$ cat config.mk
export PLATFORM = sky130hd
export DESIGN_NAME = fifo_with_remove_by_id
export DESIGN_NICKNAME = d
export VERILOG_FILES = /design/src/rtl/core/fwr_pkg.sv /design/src/rtl/core/fwr_mem.sv /design/src/rtl/core/fwr_seq.sv /design/src/rtl/core/fifo_with_remove_by_id.sv
export SDC_FILE = /design/constraint.sdc
export NUM_CORES = 1
export LEC_CHECK = 0
export BUFFER_PORTS_ARGS = -buffer_cell sky130_fd_sc_hd__buf_2
export CORE_MARGIN = 1
export CORE_UTILIZATION = 41
export CTS_CLUSTER_DIAMETER = 200
export DETAILED_ROUTE_END_ITERATION = 6
export GPL_TIMING_DRIVEN = 1
export PLACE_DENSITY = 0.56
export SLEW_MARGIN = 20
export SYNTH_ARGS = -nofsm -noshare
export SYNTH_HDL_FRONTEND = slang
export SYNTH_HIERARCHICAL = 1
export SYNTH_SLANG_ARGS = --single-unit
$ cat constraint.sdc
create_clock -name clk -period 4.5 [get_ports clk]
set_input_delay 0.45 -clock clk [delete_from_list [all_inputs] [get_ports clk]]
set_output_delay 0.45 -clock clk [all_outputs]
set_load 0.05 [all_outputs]
$ cat src/rtl/core/fwr_pkg.sv
// ----------------------------------------------------------------------------
// fwr_pkg
// Shared types and sizes for the queue with search and remove by id.
// ----------------------------------------------------------------------------
package fwr_pkg;

	localparam int DEPTH    = 16;
	localparam int HANDLE_W = 16;
	localparam int ID_W     = 16;
	localparam int IDX_W    = (DEPTH > 1) ? $clog2(DEPTH) : 1;
	localparam int CNT_W    = $clog2(DEPTH + 1);

	typedef enum logic [1:0] {
		ACT_PUSH   = 2'd0,
		ACT_POP    = 2'd1,
		ACT_FIND   = 2'd2,
		ACT_REMOVE = 2'd3
	} action_t;

	typedef enum logic [1:0] {
		ST_DONE = 2'd0,
		ST_MISS = 2'd1,
		ST_FULL = 2'd2
	} status_t;

	typedef struct packed {
		logic [HANDLE_W-1:0] handle;
		logic [ID_W-1:0]     id;
	} entry_t;

	typedef struct packed {
		status_t             status;
		logic [HANDLE_W-1:0] handle;
		logic [CNT_W-1:0]    count;
		logic [HANDLE_W-1:0] front;
		logic [HANDLE_W-1:0] back;
	} result_t;

endpackage

$ cat src/rtl/core/fwr_mem.sv
// ----------------------------------------------------------------------------
// fwr_mem
// Entry store: one write port, one read port with registered read data.
// ----------------------------------------------------------------------------
module fwr_mem (
	input  logic                      clk,
	input  logic                      wr_en,
	input  logic [fwr_pkg::IDX_W-1:0] wr_addr,
	input  fwr_pkg::entry_t           wr_data,
	input  logic                      rd_en,
	input  logic [fwr_pkg::IDX_W-1:0] rd_addr,
	output fwr_pkg::entry_t           rd_data
);
	import fwr_pkg::*;

	entry_t mem_q [DEPTH];

	always_ff @(posedge clk) begin
		if (wr_en) begin
			mem_q[wr_addr] <= wr_data;
		end
	end

	always_ff @(posedge clk) begin
		if (rd_en) begin
			rd_data <= mem_q[rd_addr];
		end
	end

endmodule

$ cat src/rtl/core/fwr_seq.sv
// ----------------------------------------------------------------------------
// fwr_seq
// Operation sequencer: scans, compacts and refreshes front and back handles.
// ----------------------------------------------------------------------------
module fwr_seq (
	input  logic                         clk,
	input  logic                         arst_n,
	input  logic                         in_valid,
	input  logic [1:0]                   action,
	input  logic [fwr_pkg::HANDLE_W-1:0] entry_handle,
	input  logic [fwr_pkg::ID_W-1:0]     entry_id,
	output logic                         busy,
	output logic                         res_valid,
	input  logic                         res_take,
	output fwr_pkg::result_t             res
);
	import fwr_pkg::*;

	typedef enum logic [2:0] {
		S_IDLE,
		S_SCAN,
		S_SHIFT,
		S_RD_FRONT,
		S_RD_BACK,
		S_GOT_BACK,
		S_OUT
	} state_t;

	state_t              state_q;
	action_t             act_q;
	logic [ID_W-1:0]     key_q;
	logic [CNT_W-1:0]    count_q;
	logic [CNT_W-1:0]    src_q;
	status_t             status_q;
	logic [HANDLE_W-1:0] res_handle_q;
	logic [HANDLE_W-1:0] front_q;
	logic [HANDLE_W-1:0] back_q;
	logic                rd_v_s1;
	logic [IDX_W-1:0]    rd_idx_s1;

	logic                wr_en;
	logic [IDX_W-1:0]    wr_addr;
	entry_t              wr_data;
	logic                rd_en;
	logic [IDX_W-1:0]    rd_addr;
	entry_t              rd_data;
	logic                hit;
	logic                full;
	logic [CNT_W-1:0]    count_dec;

	fwr_mem u_mem (
		.clk     (clk),
		.wr_en   (wr_en),
		.wr_addr (wr_addr),
		.wr_data (wr_data),
		.rd_en   (rd_en),
		.rd_addr (rd_addr),
		.rd_data (rd_data)
	);

	assign full      = (count_q >= CNT_W'(DEPTH));
	assign count_dec = count_q - CNT_W'(1);
	assign hit       = (state_q == S_SCAN) && rd_v_s1
		&& ((act_q == ACT_POP) || (rd_data.id == key_q));

	always_comb begin
		rd_en   = 1'b0;
		rd_addr = src_q[IDX_W-1:0];
		wr_en   = 1'b0;
		wr_addr = count_q[IDX_W-1:0];
		wr_data = '{handle: entry_handle, id: entry_id};
		unique case (state_q)
			S_IDLE: begin
				wr_en = in_valid && (action_t'(action) == ACT_PUSH) && !full;
			end
			S_SCAN: begin
				rd_en = (src_q < count_q) && !hit;
			end
			S_SHIFT: begin
				rd_en   = (src_q < count_q);
				wr_en   = rd_v_s1;
				wr_addr = rd_idx_s1 - IDX_W'(1);
				wr_data = rd_data;
			end
			S_RD_FRONT: begin
				rd_en   = 1'b1;
				rd_addr = '0;
			end
			S_RD_BACK: begin
				rd_en   = 1'b1;
				rd_addr = count_dec[IDX_W-1:0];
			end
			default: begin
			end
		endcase
	end

	always_ff @(posedge clk or negedge arst_n) begin
		if (!arst_n) begin
			state_q      <= S_IDLE;
			count_q      <= '0;
			rd_v_s1      <= 1'b0;
			act_q        <= ACT_PUSH;
			key_q        <= '0;
			src_q        <= '0;
			status_q     <= ST_DONE;
			res_handle_q <= '0;
			front_q      <= '0;
			back_q       <= '0;
			rd_idx_s1    <= '0;
		end else begin
			rd_v_s1   <= rd_en;
			rd_idx_s1 <= rd_addr;
			unique case (state_q)
				S_IDLE: begin
					if (in_valid) begin
						act_q        <= action_t'(action);
						key_q        <= entry_id;
						src_q        <= '0;
						res_handle_q <= '0;
						if (action_t'(action) == ACT_PUSH) begin
							state_q <= S_RD_FRONT;
							if (full) begin
								status_q <= ST_FULL;
							end else begin
								status_q <= ST_DONE;
								count_q  <= count_q + CNT_W'(1);
							end
						end else begin
							status_q <= ST_MISS;
							state_q  <= S_SCAN;
						end
					end
				end
				S_SCAN: begin
					if (hit) begin
						status_q     <= ST_DONE;
						res_handle_q <= rd_data.handle;
						if (act_q == ACT_FIND) begin
							state_q <= S_RD_FRONT;
						end else begin
							src_q   <= CNT_W'(rd_idx_s1) + CNT_W'(1);
							state_q <= S_SHIFT;
						end
					end else if (!rd_v_s1 && !rd_en) begin
						status_q <= ST_MISS;
						if (count_q == '0) begin
							front_q <= '0;
							back_q  <= '0;
							state_q <= S_OUT;
						end else begin
							state_q <= S_RD_FRONT;
						end
					end else if (rd_en) begin
						src_q <= src_q + CNT_W'(1);
					end
				end
				S_SHIFT: begin
					if (rd_en) begin
						src_q <= src_q + CNT_W'(1);
					end else if (!rd_v_s1) begin
						count_q <= count_dec;
						if (count_dec == '0) begin
							front_q <= '0;
							back_q  <= '0;
							state_q <= S_OUT;
						end else begin
							state_q <= S_RD_FRONT;
						end
					end
				end
				S_RD_FRONT: begin
					state_q <= S_RD_BACK;
				end
				S_RD_BACK: begin
					front_q <= rd_data.handle;
					state_q <= S_GOT_BACK;
				end
				S_GOT_BACK: begin
					back_q  <= rd_data.handle;
					state_q <= S_OUT;
				end
				S_OUT: begin
					if (res_take) begin
						state_q <= S_IDLE;
					end
				end
				default: begin
					state_q <= S_IDLE;
				end
			endcase
		end
	end

	assign busy      = (state_q != S_IDLE);
	assign res_valid = (state_q == S_OUT);
	assign res       = '{status: status_q, handle: res_handle_q, count: count_q,
		front: front_q, back: back_q};

endmodule

$ cat src/rtl/core/fifo_with_remove_by_id.sv
// ----------------------------------------------------------------------------
// fifo_with_remove_by_id
// Bounded queue of handle and id entries with push, pop, find and remove.
//
//   channel  beat                                      direction
//   in       action, entry_handle, entry_id            in_valid / in_stall
//   out      status, result_handle, entry_count,       out_valid / out_stall
//            front_handle, back_handle
//
// One beat at a time through the sequencer and its entry store.
// Push writes unless full, then refreshes front and back; find scans the store;
// pop and remove scan, then compact the entries behind the hit, one a cycle.
// Reset empties the queue; the store itself is not cleared.
// A finished result waits in the output register while the next beat enters;
// a second finished result holds the sequencer, and in_stall, until it drains.
// ----------------------------------------------------------------------------
module fifo_with_remove_by_id (
	input  logic                         clk,
	input  logic                         arst_n,
	input  logic                         in_valid,
	output logic                         in_stall,
	input  logic [1:0]                   action,
	input  logic [fwr_pkg::HANDLE_W-1:0] entry_handle,
	input  logic [fwr_pkg::ID_W-1:0]     entry_id,
	output logic                         out_valid,
	input  logic                         out_stall,
	output logic [1:0]                   status,
	output logic [fwr_pkg::HANDLE_W-1:0] result_handle,
	output logic [fwr_pkg::CNT_W-1:0]    entry_count,
	output logic [fwr_pkg::HANDLE_W-1:0] front_handle,
	output logic [fwr_pkg::HANDLE_W-1:0] back_handle
);
	import fwr_pkg::*;

	logic    busy;
	logic    res_valid;
	logic    res_take;
	result_t res;
	result_t out_q;
	logic    out_valid_q;

	fwr_seq u_seq (
		.clk          (clk),
		.arst_n       (arst_n),
		.in_valid     (in_valid),
		.action       (action),
		.entry_handle (entry_handle),
		.entry_id     (entry_id),
		.busy         (busy),
		.res_valid    (res_valid),
		.res_take     (res_take),
		.res          (res)
	);

	assign res_take = !out_valid_q || !out_stall;
	assign in_stall = busy;

	always_ff @(posedge clk or negedge arst_n) begin
		if (!arst_n) begin
			out_valid_q <= 1'b0;
		end else if (res_take) begin
			out_valid_q <= res_valid;
		end
	end

	always_ff @(posedge clk) begin
		if (res_take && res_valid) begin
			out_q <= res;
		end
	end

	assign out_valid     = out_valid_q;
	assign status        = out_q.status;
	assign result_handle = out_q.handle;
	assign entry_count   = out_q.count;
	assign front_handle  = out_q.front;
	assign back_handle   = out_q.back;

	a_count_bound: assert property (@(posedge clk) disable iff (!arst_n)
		out_valid |-> (entry_count <= CNT_W'(DEPTH)))
		else $error("entry count beyond depth");

	a_full_count: assert property (@(posedge clk) disable iff (!arst_n)
		out_valid && (status == ST_FULL) |-> (entry_count == CNT_W'(DEPTH))
			&& (result_handle == '0))
		else $error("push dropped while not full");

	a_miss_none: assert property (@(posedge clk) disable iff (!arst_n)
		out_valid && (status == ST_MISS) |-> (result_handle == '0))
		else $error("miss reports a handle");

	a_empty_ends: assert property (@(posedge clk) disable iff (!arst_n)
		out_valid && (entry_count == '0) |-> (front_handle == '0)
			&& (back_handle == '0))
		else $error("empty queue reports front or back");

	a_one_beat: assert property (@(posedge clk) disable iff (!arst_n)
		in_valid && !in_stall |=> in_stall)
		else $error("second beat taken while busy");

endmodule

==> summary.md, run 1 <==
| Metric | Value |
|---|---|
| FF+latch area | `around 20000 sq um` |
| Clk buf depth | `3` |
| Synth Register Bits | `between 600 and 700` |
| Fin crit period | `3.64 ns` |
| Max VDD drop | `around 0.4 mV` |
| WHS | `0.0981 ns` |
| Fmax | `274 MHz` |
| N_diodes | `0` |
| Wire length per cell | `roughly 25 microns` |
| Area of the core | `63500 sq um` |
| Worst slew pin tran | `0.979 ns` |
| TritonCTS clock tree | `built` |
| Chip width | `256 microns` |
| Yosys Warn Count | `6` |
| Synth Flop Type | `edfxtp_1` |
| Area of the multi-input gates | `around 6200 sq um` |
| Post-DP HPWL | `33.7 mm` |
| Postcts setup bufs | `0` |
| FP Rows | `92` |
| H-tree depth | `3` |
| Max-slew violation count | `0` |
| CP Cell Sequence | `inv_1, and2_1, a211oi_1, nor2b_4, buf_4, a22oi_1, nand2_1` |
| RSZ-0062 raised after global routing | `no` |
| Req. time, crit path | `4.96 ns` |
| Io pins | `95` |
| Worst-Skew Late Latency | `0.60 ns` |
| Initial antenna violation count | `0` |
| Port bufs | `94` |
| Fin. Hold Viols | `0` |
| Vias in the first global route | `13811` |
| Iteration-0 DRC Markers | `1429` |
| Root buf cell | `clkbuf_16` |
| Outcome | `complete, no violations` |
| Layout cells sized above 1 | `26.8%` |
| Fill cells | `roughly 5300` |
| Leak | `10.4 nW` |
| Drt pass-1 iters | `5` |
| Period utilization | `81.0%` |
| PD cells | `693 nW/um^2` |
| Tot GR Track Use | `between 10% and 20%` |
| Remaining Overflow, GRT | `0` |
| Kind of critical path | `flip-flop to flip-flop` |
| Die area | `65800 sq um` |
| Syn Inst Count | `1408` |
| Clock-pin slew on the worst setup and hold paths | `0.06 ns` |
| Post-Route WL | `61.7 mm` |
| Routed vias | `13642` |
| Slew margin rel. | `between 30% and 40%` |
| CTS Buf Count | `72` |
| Syn_nets | `1457` |
| Seq/Total Area, Yosys | `~76%` |
| DRC errors left | `0` |
| Setup_tns | `0 ns` |
| Nets | `about 1600` |
| Die Span Y | `roughly 260 microns` |
| Area Overhead vs Synth | `16.0%` |
| Pwr Total | `roughly 21 mW` |
| CP startpoint kind | `flip-flop` |
| Yosys cell types | `66` |
| CP Capture Type | `flip-flop` |
| Clock Skews | `0.0157 ns` |
| Final setup violation count | `0` |
| Post-synth EDFFs | `~600` |
| Hold WC Path Type | `input port to flip-flop` |
| Max incr delay on CP | `0.92 ns` |
| Vias per inst | `5.56` |
| Antenna-violating nets left | `0` |
| Netlist Area Pre-Place | `26500 sq um` |
| Max-cap violations | `0` |
| Async SR Flop Fraction | `12.7%` |
| Average size of a mapped cell | `between 15 and 20 sq um` |
| CP max stage cell | `a211oi_1` |
| Worst EP arrival | `slightly above 4 ns` |
| Sink Count | `a little under 700` |
| Largest net degree at the start of global routing | `100` |
| CP max FO | `21` |
| Initial cell density of the core | `41.8%` |
| Routability Congestion | `around 0.82` |
| First-pass GRT wire length | `91.9 mm` |
## timing repair
action / in CTS / in global routing
hold buffers: 1 / 0
hold endpoints to repair: 59 / 0
gates resized for setup: 0 / 0
## power by group
group	leakage [nW]	total, mW	switching [mW]	internal, mW
Sequential	6.56	9.39	0.619	8.77
Clock	1.10	5.71	2.38	3.33
Combinational	2.79	6.24	3.96	2.29
## area by class of cell
cell class | instances | area share [%]
clock buffer | 99 | 6.58
clock inverter | 29 | 0.780
inverter | 15 | 0.183
multi-input combinational | 637 | 20.2
sequential | 686 | 65.5
tap | 846 | 3.44
timing repair buffer | 141 | 3.30
## critical path, delay by kind of cell (launching register included)
| family | cells | cell delay, ns |
|---|---|---|
| buffers and inverters | 2 | 0.66 |
| flip-flops | 1 | 0.57 |
| AO/OA/AOI/OAI | 2 | 1.03 |
| AND/OR/NAND/NOR | 3 | 1.24 |
## stage by stage
stage               utilization (%)  cell area (sq um)  setup slack (ns)  cells
floorplan                         -              26600             0.129   1408
global placement               44.9              28500             0.967   2324
detailed placement             44.9              28500             0.793   2324
CTS                            48.4              30800             0.766   2453
global route                   48.5              30800             0.560   2453
finish                         48.5              30800             0.857   2453
## cells by family after synthesis
logic type,after synthesis,synth area share [%]
muxes,148,11.7
and+or+nand+nor,275,4.54
buffers and inverters,85,1.40
adders and majority gates,11,0.519
xor gates and xnor gates,26,0.858
DFF,686,76.0
AOI/OAI and AO/OA,177,5.01
## synthesized netlist by cell type, drive strengths merged (4+ instances only)
library cell | count | area share (%)
nor4 | 6 | 0.16
a22oi | 65 | 1.8
edfxtp | 599 | 68
nand4 | 6 | 0.14
xor2 | 20 | 0.66
xnor2 | 6 | 0.20
clkbuf | 37 | 0.52
mux4 | 128 | 11
nor3 | 10 | 0.23
nor2b | 5 | 0.12
a31oi | 4 | 0.094
buf | 33 | 0.66
a22o | 32 | 1.1
mux2 | 19 | 0.81
a21oi | 12 | 0.27
and2 | 5 | 0.12
o21ai | 30 | 0.58
nor2 | 31 | 0.45
ha | 11 | 0.52
nand3 | 6 | 0.11
dfrtp | 87 | 8.2
inv | 15 | 0.21
a211o | 4 | 0.14
nand2 | 182 | 2.6
nand2b | 11 | 0.26
a211oi | 7 | 0.20
## cells in the final DEF, fill, tap and decap left out, types with 11 or more instances in the layout
cell type  netlist  layout
ha_1            11      11
a22o_1          32      32
clkbuf_16        0      75
buf_2           12      93
mux2_2          19      19
dfrtp_1         87      87
buf_12           0      15
edfxtp_1       599     599
a21oi_1         11      11
buf_4           10      32
o21ai_0         28      28
inv_1           14      14
nand2_1        182     182
a22oi_1         65      65
nor2_1          30      16
nor2_4           0      14
clkbuf_1        37      18
xor2_1          20      20
mux4_2         128     128
## sequential cells by signal, indices dropped and copies added, names as in the netlist
name / flops
u_seq/rd_idx_s1: 4
u_seq/u_mem/mem_q: 512
result_handle: 16
status: 2
u_seq/key_q: 16
out_valid: 1
u_seq/status_q: 2
u_seq/u_mem/rd_data: 32
entry_count: 5
u_seq/back_q: 16
u_seq/act_q: 2
u_seq/res_handle_q: 16
u_seq/state_q: 3
u_seq/src_q: 5
u_seq/rd_v_s1: 1
back_handle: 16
u_seq/count_q: 5
front_handle: 16
u_seq/front_q: 16
## worst paths after layout
path                                                     from                                 to  slack, ns  depth (start not counted)
max                              u_seq/state_q[0]$_DFFE_PN0P_   u_seq/u_mem/rd_data[6]$_DFFE_PP_       0.86                          7
min                                               entry_id[9]         u_seq/key_q[9]$_DFFE_PN0P_        0.1                          2
max reg2reg                      u_seq/state_q[0]$_DFFE_PN0P_   u_seq/u_mem/rd_data[6]$_DFFE_PP_       0.86                          7
min reg2reg                u_seq/res_handle_q[15]$_DFFE_PN0P_        result_handle[15]$_DFFE_PP_       0.45                          0
max in group asynchronous                              arst_n         u_seq/key_q[6]$_DFFE_PN0P_       3.02                          3
min in group asynchronous                              arst_n  u_seq/res_handle_q[2]$_DFFE_PN0P_       0.47                          2
## per-layer routing
layer / wire (microns) / global-route usage [%] / vias up / part of all wire (%)
li1: - / - / 5920 / -
met1: 28600 / 28.0 / 7226 / 46
met2: 28600 / 29.0 / 412 / 46
met3: 3320 / 3.45 / 84 / 5.4
met4: 1170 / 4.93 / 0 / 1.9
met5: 0 / 0 / - / 0
Power figures use the tool's default switching activity.
==> run 2: changes to the inputs <==
ABC_AREA = 1   (was default)
PLACE_DENSITY = 0.53   (was 0.56)
clock period = 3.48 ns   (was 4.5 ns; I/O delays follow)
==> run 2 against run 1 <==
The flow now finishes with violations (DRC). Flip-flop and latch count unchanged. Clock skew rose by 0.0043 ns. Routed wire length rose by 26%. Power rose by 38%. Sequential power rose by 22%. Maximum frequency increased by 25%. Global-route usage rose by 2.6 points. First-iteration DRC count increased by 42%. Synthesized area up 11%. Via count is 47% higher. Register-to-register slack lost 0.29 ns. Largest cell class unchanged.
==> summary.md, run 2 <==
| Metric | Value |
|---|---|
| Failing checks | `DRC` |
| Post-Route WL | `77.9 mm (was 61.7 mm)` |
| Max VDD drop | `0.584 mV (was 0.402 mV)` |
| Post-synth EDFFs | `599 (unchanged)` |
| Remaining Overflow, GRT | `0 (unchanged)` |
| Max-slew violation count | `0 (unchanged)` |
| Top flop regs | `u_seq/u_mem/mem_q: 512 flops, u_seq/u_mem/rd_data: 32 flops (unchanged)` |
| CP startpoint kind | `flip-flop (unchanged)` |
| Drt pass-1 iters | `7 (was 5)` |
| Nets | `3028 (was 1602)` |
| Final core occ | `48.3% (was 48.5%)` |
| TritonCTS clock tree | `built (unchanged)` |
| Setup_tns | `0 ns (unchanged)` |
| CP Capture Type | `flip-flop (unchanged)` |
| RSZ-0062 raised after global routing | `no (unchanged)` |
| Clock-pin slew on the worst setup and hold paths | `0.06 ns (about the same)` |
| Worst slew pin tran | `0.800 ns (was 0.979 ns)` |
| Ranking of synthesized cells by area | `edfxtp_1 (61%), nand2_1 (11%), dfrtp_1 (7.4%), nand3_1 (6.9%), inv_1 (5.9%) (was edfxtp_1 (68%), mux4_2 (11%), dfrtp_1 (8.2%), nand2_1 (2.6%), a22oi_1 (1.8%))` |
| Io pins | `95 (unchanged)` |
| CTS Buf Count | `76 (was 72)` |
| Routability Congestion | `0.835 (was 0.818)` |
| Commonest non-fill, non-tap cell in the layout | `nand2_1 (was edfxtp_1)` |
| Netlist Area Pre-Place | `29600 sq um (was 26500 sq um)` |
| Final worst slack | `0.570 ns (was 0.857 ns)` |
| Leak | `14.8 nW (was 10.4 nW)` |
| Clk buf depth | `3 (unchanged)` |
| Combinational power share | `34.8% (was 29.2%)` |
| N_diodes | `0 (unchanged)` |
| Chip width | `271 microns (was 256 microns)` |
| Kind of critical path | `flip-flop to flip-flop (unchanged)` |
| Cell-internal power | `18.1 mW (was 14.4 mW)` |
| Die area | `73200 sq um (was 65800 sq um)` |
| H-tree depth | `3 (unchanged)` |
| Initial cell density of the core | `41.4% (was 41.8%)` |
| PD cells | `853 nW/um^2 (was 693 nW/um^2)` |
| Tot GR Track Use | `21.5% (was 18.9%)` |
| Outcome | `complete, but fails checks (was complete, no violations)` |
| Post-DP HPWL | `48.6 mm (was 33.7 mm)` |
| Clock share of power | `26.1% (was 26.8%)` |
| Net Sw Frac | `38.4% (was 32.6%)` |
| FP Rows | `98 (was 92)` |
| Clock Skews | `0.0200 ns (was 0.0157 ns)` |
| Post-Synth XOR/XNOR Area | `0.326% (was 0.858%)` |
| Worst-Skew Late Latency | `0.62 ns (was 0.60 ns)` |
| Root buf cell | `clkbuf_16 (unchanged)` |
| Async SR Flop Fraction | `12.7% (unchanged)` |
| Synth Flop Type | `edfxtp_1 (unchanged)` |
| CP max FO | `47 (was 21)` |
| Iteration-0 DRC Markers | `2035 (was 1429)` |
| Biggest register | `u_seq/u_mem/mem_q (unchanged)` |
| Port bufs | `94 (unchanged)` |
| Area share of and/or/nand/nor cells after synthesis | `18.9% (was 4.54%)` |
| Vias per inst | `5.02 (was 5.56)` |
| Slew margin rel. | `46.7% (was 34.3%)` |
| Area share of the largest cell type after synthesis | `60.8% (was 67.8%)` |
| Wire length per cell | `19.5 microns (was 25.1 microns)` |
| Non-filler cells, final | `3992 (was 2453)` |
| Most frequent cells in the layout | `nand2_1 (829), edfxtp_1 (599), inv_1 (465) (was edfxtp_1 (599), nand2_1 (182), mux4_2 (128))` |
| Syn Inst Count | `2812 (was 1408)` |
| Req. time, crit path | `3.84 ns (was 4.96 ns)` |
| Die Span Y | `271 microns (was 256 microns)` |
| Fmax | `344 MHz (was 274 MHz)` |
| Largest family of logic cells by synthesized area | `simple AND/OR/NAND/NOR gates (was multiplexers)` |
| Max FFs per register | `512 (unchanged)` |
| First-pass GRT wire length | `120 mm (was 91.9 mm)` |
| Yosys Warn Count | `6 (unchanged)` |
| Fin. Hold Viols | `0 (unchanged)` |
| DRC errors left | `1 (was 0)` |
| Yosys cell types | `46 (was 66)` |
| Most frequent cells after synthesis | `nand2_1 (829), edfxtp_1 (599), inv_1 (466) (was edfxtp_1 (599), nand2_1 (182), mux4_2 (128))` |
| Largest net degree at the start of global routing | `89 (was 100)` |
| Max-cap violations | `0 (unchanged)` |
| Seq pwr share | `39.1% (was 44.0%)` |
| Mux contribution to synthesized area | `0.0381% (was 11.7%)` |
| Antenna-violating nets left | `0 (unchanged)` |
| Area Overhead vs Synth | `16.7% (was 16.0%)` |
| Pre-CTS worst setup slack | `0.603 ns (was 0.793 ns)` |
| Cell with the most instances after synthesis | `nand2_1 (was edfxtp_1)` |
| Area of the core | `71400 sq um (was 63500 sq um)` |
| Average size of a mapped cell | `10.5 sq um (was 18.9 sq um)` |
| Compound-gate portion of the synthesized area | `3.10% (was 5.01%)` |
| Final setup violation count | `0 (unchanged)` |
| R2R Setup Slk | `0.57 ns (was 0.86 ns)` |
| Sink Count | `686 (unchanged)` |
| Synth Area in Adders | `0.466% (was 0.519%)` |
| Initial antenna violation count | `1 (was 0)` |
| Worst EP arrival | `3.27 ns (was 4.10 ns)` |
| Synth area leader | `edfxtp_1 (unchanged)` |
| Layout cells sized above 1 | `12.1% (was 26.8%)` |
| Switching pwr | `11.3 mW (was 6.95 mW)` |
| Hold WC Path Type | `input port to flip-flop (unchanged)` |
| Placed Cells | `3834 (was 2324)` |
| Period utilization | `83.6% (was 81.0%)` |
| Fin crit period | `2.91 ns (was 3.64 ns)` |
| Syn_nets | `2861 (was 1457)` |
| Synth Register Bits | `686 (unchanged)` |
| Vias in the first global route | `19463 (was 13811)` |
| Seq/Total Area, Yosys | `68.2% (was 76.0%)` |
| Routed vias | `20044 (was 13642)` |
| Postcts setup bufs | `0 (unchanged)` |
## run 2: cell types whose count changed after synthesis, sizes merged, moves of 12 or more
| cell | delta |
|---|---|
| mux4 | -128 |
| o31ai | +16 |
| mux2 | -18 |
| clkbuf | -12 |
| a22o | -32 |
| nand3 | +402 |
| xor2 | -12 |
| a21oi | +15 |
| buf | +71 |
| a22oi | -65 |
| nand2 | +654 |
| nor2 | +35 |
| inv | +463 |
| o21ai | +85 |
## run 2: stage by stage
stage	cell area (sq um)	hold WS, ns	total power [mW]
2_1_floorplan	29600	0.0524	17.9
3_3_place_gp	31900	0.426	21.8
3_5_place_dp	31900	0.429	21.8
4_1_cts	34500	0.00363	29.5
5_1_grt	34500	0.0159	31.0
6_report	34500	0.0276	29.4
## run 2: kinds of logic (layout without fill, tap and decap cells)
group | Yosys count | in the layout
simple gates | 1326 | 1326
flops | 686 | 686
compound gates | 169 | 169
mux | 1 | 1
buf+inv | 608 | 838
xor+xnor | 11 | 11
fa+ha+maj | 11 | 11
## run 2: critical path, stage by stage (launching register included)
cell     delay [ns]
dfrtp_1        0.47
inv_2          0.15
nor2_1         0.09
nor2_2         0.19
inv_1          0.17
o22ai_4        0.21
buf_4          0.25
buf_12         0.25
buf_4          0.23
nand2_1        0.06
nand3_1        0.15
nand3_1        0.10
nand3_1        0.21
nand2_1        0.08
## run 2: cell type report
type                    count  area [sq um]
inverters                 479          1810
clock buffers             103          2100
repair buffers            218          2010
clock inverters            38           282
fillers                  6585         36900
well taps                 950          1190
multi-input cells        1518          6940
flip-flops and latches    686         20200
## run 2: power groups by stage
stage | logic (mW) | registers [mW] | clock network, mW
after floorplan | 6.31 | 11.6 | 0
after global placement | 10.1 | 11.7 | 0
after detailed placement | 10.2 | 11.7 | 0
after CTS | 10.2 | 11.5 | 7.82
after global routing | 11.2 | 11.6 | 8.14
final | 10.2 | 11.5 | 7.66
## run 2: what timing repair did
action / 4_1_cts / 5_1_grt
hold endpoints to repair: 76 / 0
resized for setup: 0 / 0
hold buffers: 17 / 0
## run 2: final timing paths
| kind | from | end | depth (start not counted) |
|---|---|---|---|
| max | u_seq/state_q[2]$_DFFE_PN0P_ | u_seq/u_mem/rd_data[20]$_DFFE_PP_ | 13 |
| min | out_stall | out_valid$_DFFE_PN0P_ | 3 |
| max reg2reg | u_seq/state_q[2]$_DFFE_PN0P_ | u_seq/u_mem/rd_data[20]$_DFFE_PP_ | 13 |
| min reg2reg | u_seq/back_q[0]$_DFFE_PN0P_ | back_handle[0]$_DFFE_PP_ | 0 |
| max in group asynchronous | arst_n | u_seq/key_q[11]$_DFFE_PN0P_ | 3 |
| min in group asynchronous | arst_n | u_seq/res_handle_q[11]$_DFFE_PN0P_ | 2 |
## run 2: per-layer routing
metal	global-route usage, %	wire [microns]
met1	31.8	36100
met2	32.9	34900
met3	3.82	5740
met4	5.11	1190
met5	0	0
